File: src/rtl/nbd_pkg.sv
// ----------------------------------------------------------------------------
// nbd_pkg
// Shared constants, register indexes and cell control type for the
// normalized blur / decimate-by-two block.
// ----------------------------------------------------------------------------
package nbd_pkg;

    localparam int MAX_WIDTH_DEF   = 1024;
    localparam int PIXEL_BITS_DEF  = 16;
    localparam int COEF_BITS_DEF   = 12;
    localparam int KERNEL_SIZE_DEF = 5;

    localparam int HEIGHT_LIMIT = 1024;
    localparam int WIN          = 5;
    localparam int LINES        = 4;
    localparam int TAP_FIELD    = 12;
    localparam int ROW_W        = 11;
    localparam int CFG_IDX_W    = 3;
    localparam int CFG_DATA_W   = 60;
    localparam int OUT_W        = 16;

    localparam logic [CFG_IDX_W-1:0] REG_IMAGE_WIDTH  = 3'd0;
    localparam logic [CFG_IDX_W-1:0] REG_IMAGE_HEIGHT = 3'd1;
    localparam logic [CFG_IDX_W-1:0] REG_START_PARITY = 3'd2;
    localparam logic [CFG_IDX_W-1:0] REG_KERNEL_A     = 3'd3;
    localparam logic [CFG_IDX_W-1:0] REG_KERNEL_B     = 3'd4;
    localparam logic [CFG_IDX_W-1:0] REG_KERNEL_C     = 3'd5;
    localparam logic [CFG_IDX_W-1:0] REG_KERNEL_D     = 3'd6;
    localparam logic [CFG_IDX_W-1:0] REG_KERNEL_E     = 3'd7;

    typedef struct packed {
        logic       shift_en;
        logic       prod_en;
        logic       acc_clr;
        logic       acc_en;
        logic       drain_en;
        logic [2:0] sel;
    } nbd_cell_ctl_t;

endpackage

File: src/rtl/nbd_cell.sv
// ----------------------------------------------------------------------------
// nbd_cell
// One window row: five pixel taps, a multiplier and an accumulator that
// hands its sum to the next cell while draining.
// ----------------------------------------------------------------------------
module nbd_cell import nbd_pkg::*; #(
    parameter int PIXEL_BITS = PIXEL_BITS_DEF,
    parameter int COEF_BITS  = COEF_BITS_DEF,
    parameter int ACC_W      = PIXEL_BITS_DEF + COEF_BITS_DEF + 5
) (
    input  logic                  clk,
    input  nbd_cell_ctl_t         ctl,
    input  logic [PIXEL_BITS-1:0] shift_pix,
    input  logic [COEF_BITS-1:0]  weight,
    input  logic [ACC_W-1:0]      acc_in,
    output logic [ACC_W-1:0]      acc_out
);

    logic [PIXEL_BITS-1:0]           pix_reg [WIN];
    logic [PIXEL_BITS-1:0]           sel_pix;
    logic [PIXEL_BITS+COEF_BITS-1:0] prod_reg;
    logic [ACC_W-1:0]                acc_reg;

    always_comb
    begin
        sel_pix = '0;
        if (ctl.sel < 3'(WIN))
        begin
            sel_pix = pix_reg[ctl.sel];
        end
    end

    always_ff @(posedge clk)
    begin
        if (ctl.shift_en)
        begin
            for (int k = 0; k < WIN - 1; k++)
            begin
                pix_reg[k] <= pix_reg[k+1];
            end
            pix_reg[WIN-1] <= shift_pix;
        end
        if (ctl.prod_en)
        begin
            // taps outside the plane carry zero weight and may hold unwritten data
            if (weight == '0)
            begin
                prod_reg <= '0;
            end
            else
            begin
                prod_reg <= (PIXEL_BITS+COEF_BITS)'(weight)
                          * (PIXEL_BITS+COEF_BITS)'(sel_pix);
            end
        end
        if (ctl.acc_clr)
        begin
            acc_reg <= '0;
        end
        else if (ctl.acc_en)
        begin
            acc_reg <= acc_reg + ACC_W'(prod_reg);
        end
        else if (ctl.drain_en)
        begin
            acc_reg <= acc_in;
        end
    end

    assign acc_out = acc_reg;

endmodule

File: config.mk
export PLATFORM = sky130hd
export DESIGN_NAME = nbd_cell
export DESIGN_NICKNAME = d
export VERILOG_FILES = /design/src/rtl/nbd_pkg.sv /design/src/rtl/nbd_cell.sv
export SDC_FILE = /design/constraint.sdc
export NUM_CORES = 1
export LEC_CHECK = 0
export ABC_CLOCK_PERIOD_IN_PS = 14700
export BUFFER_PORTS_ARGS = -buffer_cell sky130_fd_sc_hd__buf_2
export CORE_MARGIN = 10
export CORE_UTILIZATION = 50
export CTS_CLUSTER_SIZE = 14
export DETAILED_ROUTE_END_ITERATION = 8
export PLACE_DENSITY_LB_ADDON = 0.15
export SLEW_MARGIN = 0
export SYNTH_ARGS = -nofsm -noshare
export SYNTH_HDL_FRONTEND = slang
export SYNTH_SLANG_ARGS = --single-unit
File: constraint.sdc
create_clock -name clk -period 14.7 [get_ports clk]
set_clock_uncertainty 0.05 [all_clocks]
set_input_delay 1.47 -clock clk [delete_from_list [all_inputs] [get_ports clk]]
set_output_delay 1.47 -clock clk [all_outputs]
set_load 0.03 [all_outputs]
==> reports/results.ini <==
[status]
status=complete, no violations

[critical_path]
ff2ff_path_depth=21
reg2reg_from=pix_reg[2][5]
path_class=in2reg
end_kind=flop
start_kind=input pin
crit_start=ctl[0]
cp_data_arrival_time_ns=7.72
worstPathRequired_ns=14.80
cp_max_fo=17

[grt]
grt.overflow.total=0
grt_pass1_vias=9724
grt_first_pass_wirelength_um=50100
grt_use_total_pct=18.0
antenna_found_initial=0
grt_max_degree=81

[sta]
final-max-slew-violation-count=0
fin_crit_ns=7.62
setup_viol=0
clock.fmax_ghz=0.131
period_share_pct=51.8
tightest_slew_ns=0.968
rsz0062_at_grt=false
tns_ns=0
slew_headroom_pct=35.2
timing.final.hold_violations=0

[cts]
cts_tree=built
root_buffer=clkbuf_16
post_cts_buffers=0
cts_sinks=141
htreeDepth=4
numCtsBuffers=17
cts_resized=0
clock_path_buffers=2
path_clk_slew_ns=0.08
insertion_delay_ns=0.43
postCtsHoldBufs=0

[logic_synthesis]
synth_edf_count=108
synth.avg_cell_area_um2=9.86
yosysMostFrequentCell=inv_1
synth_seq_cells=141
ys_seq_area_share_pct=29.6
synth_top_flop_cell=edfxtp_1
synth_top_area_cell=edfxtp_1
netlist-cell-type-count=60
synth_fp_nets=1645
synth_top_area_share_pct=24.6
yosysWarningCount=0
synthTopCellsByCount=196 x inv_1, 180 x nand2_1, 141 x fa_1
synthesis.area_um2=13200
ys_async_sr_fraction_pct=0
synth_area_leaders=edfxtp_1 25%, fa_1 21%, ha_1 8.9%
netlist_instances=1340

[hold_path]
min_from=pix_reg[1][11]
min_path_type=reg2reg
holdPathStages=0

[cells_and_area]
fin_util_pct=55.8
drive_gt1_share_pct=11.8
final_nets=1706
syn2layout_area_growth_pct=10.1
diodes=0
largest_reg_flops=80

[placement]
port_buffers=102
globalplace.congestion=0.864
place_hpwl_um=22800

[routing]
drcViolationCount=0
drt_iter0_markers=591
ant_nets=0
wl_um=29100
vias=9420
post_drt_wl_per_cell_um=16.7
avgViaCountPerCell=5.39
dr.pass1.iters=5

[job]
cap_viol_max_count=0

[pwr]
p_per_area_nw_per_um2=198
power_leakage_nw=6.70
ir_drop_v=0.000113

[floorplanning]
die_y_um=183
io_pins=103
rows=59
fp.dieW_um=183
start_util_pct=50.7
dieArea_um2=33300
core_um2=26100

[routing by layer]
| metal | track usage [%] | vias to the layer above | wire length, um |
|---|---|---|---|
| li1 | - | 4570 | - |
| met2 | 27.4 | 261 | 12800 |
| met1 | 25.4 | 4556 | 14000 |
| met3 | 4.33 | 33 | 1810 |
| met5 | 0 | - | 0 |
| met4 | 4.49 | 0 | 482 |
[logic make-up after synthesis]
kind of cell	count (synthesis)	synth area share, %
compound gates	194	9.92
xor+xnor	43	2.85
fa+ha+maj	235	30.3
buf+inv	264	7.53
flops	141	29.6
mux	51	5.44
simple gates	412	14.4
[stage by stage]
step / power (mW) / worst slack (ns) / cell area, um^2 / instances / hold WS (ns)
CTS: 2.90 / 7.05 / 14500 / 1749 / 0.391
detailed placement: 2.44 / 6.62 / 13900 / 1717 / 0.378
floorplan: 2.05 / 7.24 / 13200 / 1340 / 0.371
finish: 2.87 / 7.08 / 14500 / 1749 / 0.388
global placement: 2.43 / 6.74 / 13900 / 1717 / 0.373
global route: 3.20 / 6.55 / 14500 / 1749 / 0.396
[layout make-up]
type	instances	area, um^2
Clock buffer	17	425
Multi-Input combinational cell	935	8310
Tap cell	335	419
Timing Repair Buffer	109	566
Inverter	197	739
Clock inverter	15	183
Sequential cell	141	3900
Fill cell	2301	11500
[critical path, cell delays in order]
cell	delay, ns
buf_2	0.46
mux4_2	0.33
mux2i_1	0.06
nor2_1	0.66
nand2_1	0.20
fa_1	0.57
inv_1	0.05
fa_1	0.40
fa_1	0.49
fa_1	0.56
inv_1	0.05
fa_1	0.47
inv_1	0.04
ha_1	0.33
nand3_1	0.11
nand2_1	0.07
o31ai_1	0.55
o21ai_0	0.15
a21oi_1	0.30
o21ai_0	0.15
xnor2_1	0.16
nor2_1	0.06
[path summary, 6_finish.rpt]
kind,slack [ns],endpoint
worst min register to register,0.39,pix_reg[0][11]
worst min-delay path,0.39,pix_reg[0][11]
worst max register to register,8.35,prod_reg[18]
worst max-delay path,7.08,prod_reg[18]
[layout by cell type (no fill, tap or decap), drive strengths merged, types with 7 or more instances in the layout]
cell,instances
ha,94
a211oi,42
nor2,84
buf,109
nand2,180
xor2,18
nor3,13
mux2i,29
nand4,11
clkbuf,17
nand3,12
nor2b,18
edfxtp,108
o21ai,34
xnor2,25
a21oi,45
mux4,16
o21a,10
dfxtp,33
a31oi,7
inv,204
and2,66
a21o,17
clkinv,7
fa,141
[power by group]
group | leakage (nW) | internal, mW | switching, mW | total, mW
clock | 0.294 | 0.231 | 0.206 | 0.438
sequential | 1.34 | 0.566 | 0.0469 | 0.613
combinational | 5.07 | 0.748 | 1.07 | 1.82
total | 6.70 | 1.55 | 1.33 | 2.87
Power figures use the tool's default switching activity.
