===== src/rtl/nbd_div.sv =====
// ----------------------------------------------------------------------------
// nbd_div
// Restoring divider, one quotient bit per cycle.
// ----------------------------------------------------------------------------
module nbd_div #(
    parameter int NUM_W = 33,
    parameter int DEN_W = 17,
    parameter int Q_W   = 16
) (
    input  logic             clk,
    input  logic             rst_n,
    input  logic             start,
    input  logic [NUM_W-1:0] num,
    input  logic [DEN_W-1:0] den,
    output logic             done,
    output logic [Q_W-1:0]   quot
);

    localparam int CNT_W = $clog2(Q_W + 1);

    logic [NUM_W-1:0] rem_reg;
    logic [NUM_W-1:0] dsh_reg;
    logic [Q_W-1:0]   q_reg;
    logic [CNT_W-1:0] cnt_reg;
    logic             busy_reg;
    logic             done_reg;

    always_ff @(posedge clk or negedge rst_n)
    begin
        if (!rst_n)
        begin
            busy_reg <= 1'b0;
            done_reg <= 1'b0;
            cnt_reg  <= '0;
        end
        else
        begin
            done_reg <= 1'b0;
            if (start)
            begin
                busy_reg <= 1'b1;
                cnt_reg  <= CNT_W'(Q_W);
            end
            else if (busy_reg)
            begin
                cnt_reg <= cnt_reg - 1'b1;
                if (cnt_reg == CNT_W'(1))
                begin
                    busy_reg <= 1'b0;
                    done_reg <= 1'b1;
                end
            end
        end
    end

    always_ff @(posedge clk)
    begin
        if (start)
        begin
            rem_reg <= num;
            dsh_reg <= NUM_W'(den) << (Q_W - 1);
            q_reg   <= '0;
        end
        else if (busy_reg)
        begin
            if (rem_reg >= dsh_reg)
            begin
                rem_reg <= rem_reg - dsh_reg;
                q_reg   <= {q_reg[Q_W-2:0], 1'b1};
            end
            else
            begin
                q_reg <= {q_reg[Q_W-2:0], 1'b0};
            end
            dsh_reg <= dsh_reg >> 1;
        end
    end

    assign done = done_reg;
    assign quot = q_reg;

endmodule


===== config.mk =====
export PLATFORM = sky130hd
export DESIGN_NAME = nbd_div
export DESIGN_NICKNAME = d
export VERILOG_FILES = /design/src/rtl/nbd_div.sv
export SDC_FILE = /design/constraint.sdc
export NUM_CORES = 1
export LEC_CHECK = 0
export BUFFER_PORTS_ARGS = -buffer_cell sky130_fd_sc_hd__buf_2
export CORE_ASPECT_RATIO = 1.25
export CORE_MARGIN = 2
export CORE_UTILIZATION = 40
export CTS_CLUSTER_SIZE = 10
export DETAILED_ROUTE_END_ITERATION = 7
export SETUP_SLACK_MARGIN = 0.5
export SLEW_MARGIN = 15
export SYNTH_ARGS = -nofsm -noshare
export SYNTH_HDL_FRONTEND = slang
export SYNTH_SLANG_ARGS = --single-unit

===== constraint.sdc =====
create_clock -name clk -period 8.1 [get_ports clk]
set_clock_uncertainty 0.15 [all_clocks]
set_input_delay 1.62 -clock clk [delete_from_list [all_inputs] [get_ports clk]]
set_output_delay 1.62 -clock clk [all_outputs]
set_load 0.05 [all_outputs]

==> reports/metrics.yaml, run 1 <==
cts_buffers: 9
synthesis.nets: 683
min_period_ps: 3700
worst_pin_slew_ps: 806
worst_setup_path_start_kind: "register"
clock_latency_ps: 340
synthTopCellsByCount: "92 x nand2_1, 50 x edfxtp_1, 50 x nor2_1, 47 x o21ai_0, 43 x inv_1"
setup_viol: 0
synth_cells: 595
gr-total-overflow: 0
synth_seq_cells: 88
cts.path.max_buffers: 2
worstPathRequired_ps: 7970
largest_register_ffs: 33
die_h_um: 133
ys_top_cells_by_area: "edfxtp_1 28%, dfxtp_1 12%, ha_1 8.0%"
grt_max_degree: 73
slew_viol_final: 0
antenna_cells: 0
synth_seq_area_share_pct: 43.0
clk_pin_slew_worst_paths_ps: 70
routedWlPerCell_um: 14.7
grtUsageTotal_pct: 17.4
cts_tree: "yes"
endpoint_kind: "register"
rsz0062_at_grt: "false"
synthArstFlopShare_pct: 7.95
routed_via_density: 5.21
ys_warn_count: 0
power_leakage_nw: 2.82
final_antenna_net_count: 0
outcome: "complete, no violations"
max_cap_viol_count: 0
cp.arrival_ps: 3570
synth_edf_count: 50
design_area_um2: 6110
routabilityCongestion: 0.871
worst_slack_ps: 4400
num_vias: 4297
ys_types: 58
cts_hold_buf: 0
ys.flop_type: "edfxtp_1"
syn_area_um2: 5340
ctsResizeCount: 0
antenna_found_initial: 0
h-tree-depth: 3
clockRootBuffer: "clkbuf_16"
fp.coreArea_um2: 13100
yosys.area.top_type_share_pct: 28.1
grt_pass1_vias: 4246
utilization_pct: 46.6
syn_avg_cell_area_um2: 8.97
cts_setup_buffers: 0
drt_first_pass_iters: 4
ir_drop_v: 0.000133
pre_cts_slack_ps: 4250
max_clock_freq_mhz: 270
crit_type: "reg2reg"
fin_setup_tns_ps: 0
crit_chain: "inv_1, ha_1, a21oi_1, o21ai_0, or3_1, o21a_4, a41oi_2, o211ai_2, a21oi_1, o21ai_2, buf_4"
row_count: 47
port_buffers: 69
die-area_um2: 14300
dpl_cell_area_um2: 5820
finalPower_w: 0.00225
yosysTopAreaCell: "edfxtp_1"
powerDensity_nw_per_um2: 369
drive_gt1_share_pct: 15.0
fin_crit_sh_pct: 45.7
route.detailed.drc: 0
die_w_um: 107
drt_wl_total_mm: 12.1
max_stage_delay_ps: 640
cts.sinks: 88
area_delta_synth_final_pct: 14.4
hold_class: "reg2reg"
crit_fanout: 20
synth_most_common_cell: "nand2_1"
grt_pass1_wl_mm: 20.2
slowest_stage: "o21ai_2"
fin_nets: 737
crit_path_frequent_cell: "a21oi_1"
first_iter_violations: 210
hold_viol: 0
initial_core_util_pct: 40.7
ioPinCount: 70
relSlewSlack_pct: 46.2
hpwlAfterDp_mm: 8.52
final timing paths:
| check | startpoint | endpoint | slack [ps] | cells after the start |
|---|---|---|---|---|
| min reg2reg | quot[15] | quot[15] | 350 | 2 |
| max | dsh_reg[6] | rem_reg[22] | 4400 | 11 |
| max reg2reg | dsh_reg[6] | rem_reg[22] | 4400 | 11 |
| max in group asynchronous | rst_n | busy_reg | 6680 | 1 |
| min | quot[15] | quot[15] | 350 | 2 |
| min in group asynchronous | rst_n | done | 940 | 1 |
stage by stage:
step,hold slack (ps),std cells
after global routing,396,825
after floorplan,315,595
after detailed placement,330,809
final,346,825
after CTS,350,825
after global placement,320,809
cell families after synthesis:
family | after synthesis | share of synthesized area (%)
and+or+nand+nor | 191 | 15.8
AOI/OAI and AO/OA | 152 | 17.6
DFF | 88 | 43.0
buffers and inverters | 72 | 5.13
adders and majority gates | 35 | 8.34
muxes | 30 | 5.62
xor gates and xnor gates | 27 | 4.43
layout by cell type, fill, tap and decap left out, types with 3 or more instances in the layout:
cell	count
xor2_1	12
dfrtp_1	6
nor2_1	50
clkbuf_16	9
buf_2	68
o21a_1	3
buf_4	4
a31oi_1	5
a21o_1	13
nand2_1	92
nand4_1	7
o31ai_1	3
a21oi_1	34
inv_1	43
nor4_1	3
o21ai_0	47
nor2b_1	3
o21bai_1	5
edfxtp_1	50
nand2b_1	3
nor3_1	8
dfxtp_1	31
ha_1	34
o21ai_1	13
xnor2_1	15
and2_1	7
mux2i_1	30
inv_8	4
a211oi_1	6
nand3_1	5
report_power, final:
part | switching, W | internal [W]
Clock | 0.000202 | 0.000219
Combinational | 0.000688 | 0.000458
Sequential | 0.0000528 | 0.000635
Total | 0.000942 | 0.00131
layout make-up:
cell class / count / area (µm²)
Inverter: 43 / 161
Clock inverter: 7 / 68.8
Tap cell: 171 / 214
Sequential cell: 88 / 2300
Timing Repair Buffer: 72 / 370
Clock buffer: 9 / 225
Multi-Input combinational cell: 435 / 2770
Fill cell: 1297 / 7000
critical path: cells and delay by family (launching register included):
kind                       cells  cell delay (ps)
AOI/OAI and AO/OA              7             1800
buffers and inverters          2              480
adders and majority gates      1              400
DFF                            1              360
and+or+nand+nor                1              180
layer usage:
| metal | part of all wire (%) | track usage (%) |
|---|---|---|
| met1 | 45 | 22.2 |
| met2 | 50 | 29.6 |
| met3 | 3.1 | 2.84 |
| met4 | 2.1 | 6.48 |
| met5 | 0 | 0 |
(Power assumes the default switching activity.)
==> inputs of run 2 (changes only) <==
- clock period: 8.1 -> 3.8 ns (I/O delays scaled with it)
==> reports/metrics.yaml, run 2 (same netlist as run 1, synthesis figures left out) <==
cts_hold_buf: 0
hold_viol: 0
routed_via_density: 5.13
die_w_um: 107
largest_register_ffs: 33
clockRootBuffer: "clkbuf_16"
die_h_um: 133
fp.coreArea_um2: 13100
fin_nets: 741
final_antenna_net_count: 0
crit_type: "reg2reg"
crit_fanout: 8
pwr-share-comb_pct: 51.2
fin_setup_tns_ps: 0
worstPathRequired_ps: 3750
hpwlAfterDp_mm: 8.48
final_common_cell: "nand2_1"
initial_core_util_pct: 40.7
setup_viol: 0
relSlewSlack_pct: 47.4
p_clk_share_pct: 18.1
port_buffers: 69
fin_crit_sh_pct: 79.0
area_delta_synth_final_pct: 15.3
gr-total-overflow: 0
slew_viol_final: 0
first_iter_violations: 158
cts.sinks: 88
die-area_um2: 14300
grt_pass1_vias: 4350
worst_pin_slew_ps: 789
hold_class: "in2async"
power.switching_w: 0.00196
drt_first_pass_iters: 4
cts.path.max_buffers: 2
routabilityCongestion: 0.862
worst_slack_ps: 797
drt_wl_total_mm: 11.7
h-tree-depth: 3
ir_drop_v: 0.000269
pre_cts_slack_ps: 301
power_leakage_nw: 2.84
cts_tree: "yes"
num_vias: 4256
seq_power_share_pct: 30.6
r2r_cells: 11
row_count: 47
max_cap_viol_count: 0
cp.arrival_ps: 2950
min_period_ps: 3000
num-fill-cells: 1296
max_clock_freq_mhz: 333
outcome: "complete, no violations"
p_int_w: 0.00281
route.detailed.drc: 0
grt_pass1_wl_mm: 20.0
drive_gt1_share_pct: 15.7
powerDensity_nw_per_um2: 776
cts_buffers: 9
power.share.switching_pct: 41.1
rsz0062_at_grt: "false"
antenna_found_initial: 0
layout_common_cells: "92 x nand2_1, 68 x buf_2, 50 x nor2_1, 50 x edfxtp_1, 47 x o21ai_0"
ioPinCount: 70
routedWlPerCell_um: 14.2
antenna_cells: 0
clock_latency_ps: 340
clk_pin_slew_worst_paths_ps: 70
grtUsageTotal_pct: 17.4
grt_max_degree: 76
endpoint_kind: "register"
worst_setup_path_start_kind: "register"
## run 2: cell types whose count changed in the layout (fill, tap and decap cells not counted), sizes merged
cell  delta
buf      +4
## run 2: worst max-delay path, stage by stage (launching register included)
cell and delay (ps):
dfxtp_1 350, inv_1 50, ha_1 340, a21oi_1 240
nand2_1 80, or3_1 380, o21a_4 230, a41oi_2 210
o211ai_2 180, a21oi_2 250, o21ai_4 110, buf_4 190
## run 2: worst paths after layout
check	from	endpoint	slack, ps
max reg2reg	dsh_reg[10]	rem_reg[17]	800
min reg2reg	quot[15]	quot[15]	340
max in group asynchronous	rst_n	busy_reg	3240
min in group clk	quot[15]	quot[15]	340
max	dsh_reg[10]	rem_reg[17]	800
min	rst_n	cnt_reg[3]	80
## run 2: cell type report
cell class	count	area, µm²	area share, %
Clock buffer	9	225	3.66
Clock inverter	7	58.8	0.956
Inverter	43	161	2.62
Multi-Input combinational cell	435	2780	45.2
Sequential cell	88	2300	37.4
Tap cell	171	214	3.48
Timing Repair Buffer	76	413	6.71
## run 2: what timing repair did
| action | CTS | global route |
|---|---|---|
| hold endpoints to repair | 0 | 0 |
| gates resized for setup | 1 | 1 |
| buffers inserted | 0 | 2 |
| pin swaps | 0 | 1 |
| endpoints found under the setup margin | 33 | 33 |
## run 2: metrics by stage
step | cells | utilization, % | power (W) | area, µm² | hold slack [ps]
floorplan | 595 | - | 0.00336 | 5340 | 314
global placement | 811 | 44.6 | 0.00387 | 5840 | 320
detailed placement | 811 | 44.6 | 0.00390 | 5840 | 329
CTS | 827 | 46.8 | 0.00480 | 6130 | 77.8
global route | 829 | 46.9 | 0.00520 | 6150 | 77.2
finish | 829 | 46.9 | 0.00478 | 6150 | 83.2
## run 2: power groups by stage
stage	registers, W	logic, W	clock network [W]
floorplan	0.00149	0.00187	0
global placement	0.00147	0.00239	0
detailed placement	0.00149	0.00242	0
CTS	0.00147	0.00244	0.000892
global route	0.00149	0.00278	0.000930
finish	0.00146	0.00245	0.000866
## run 2: metal layers
metal	wire length (µm)	share of wire, %	global-route usage, %	up-vias
met5	0	0	0	-
met4	174	1.5	5.20	0
met3	419	3.6	3.77	12
met2	5910	50	30.1	78
met1	5230	45	21.6	1957
li1	-	-	-	2209
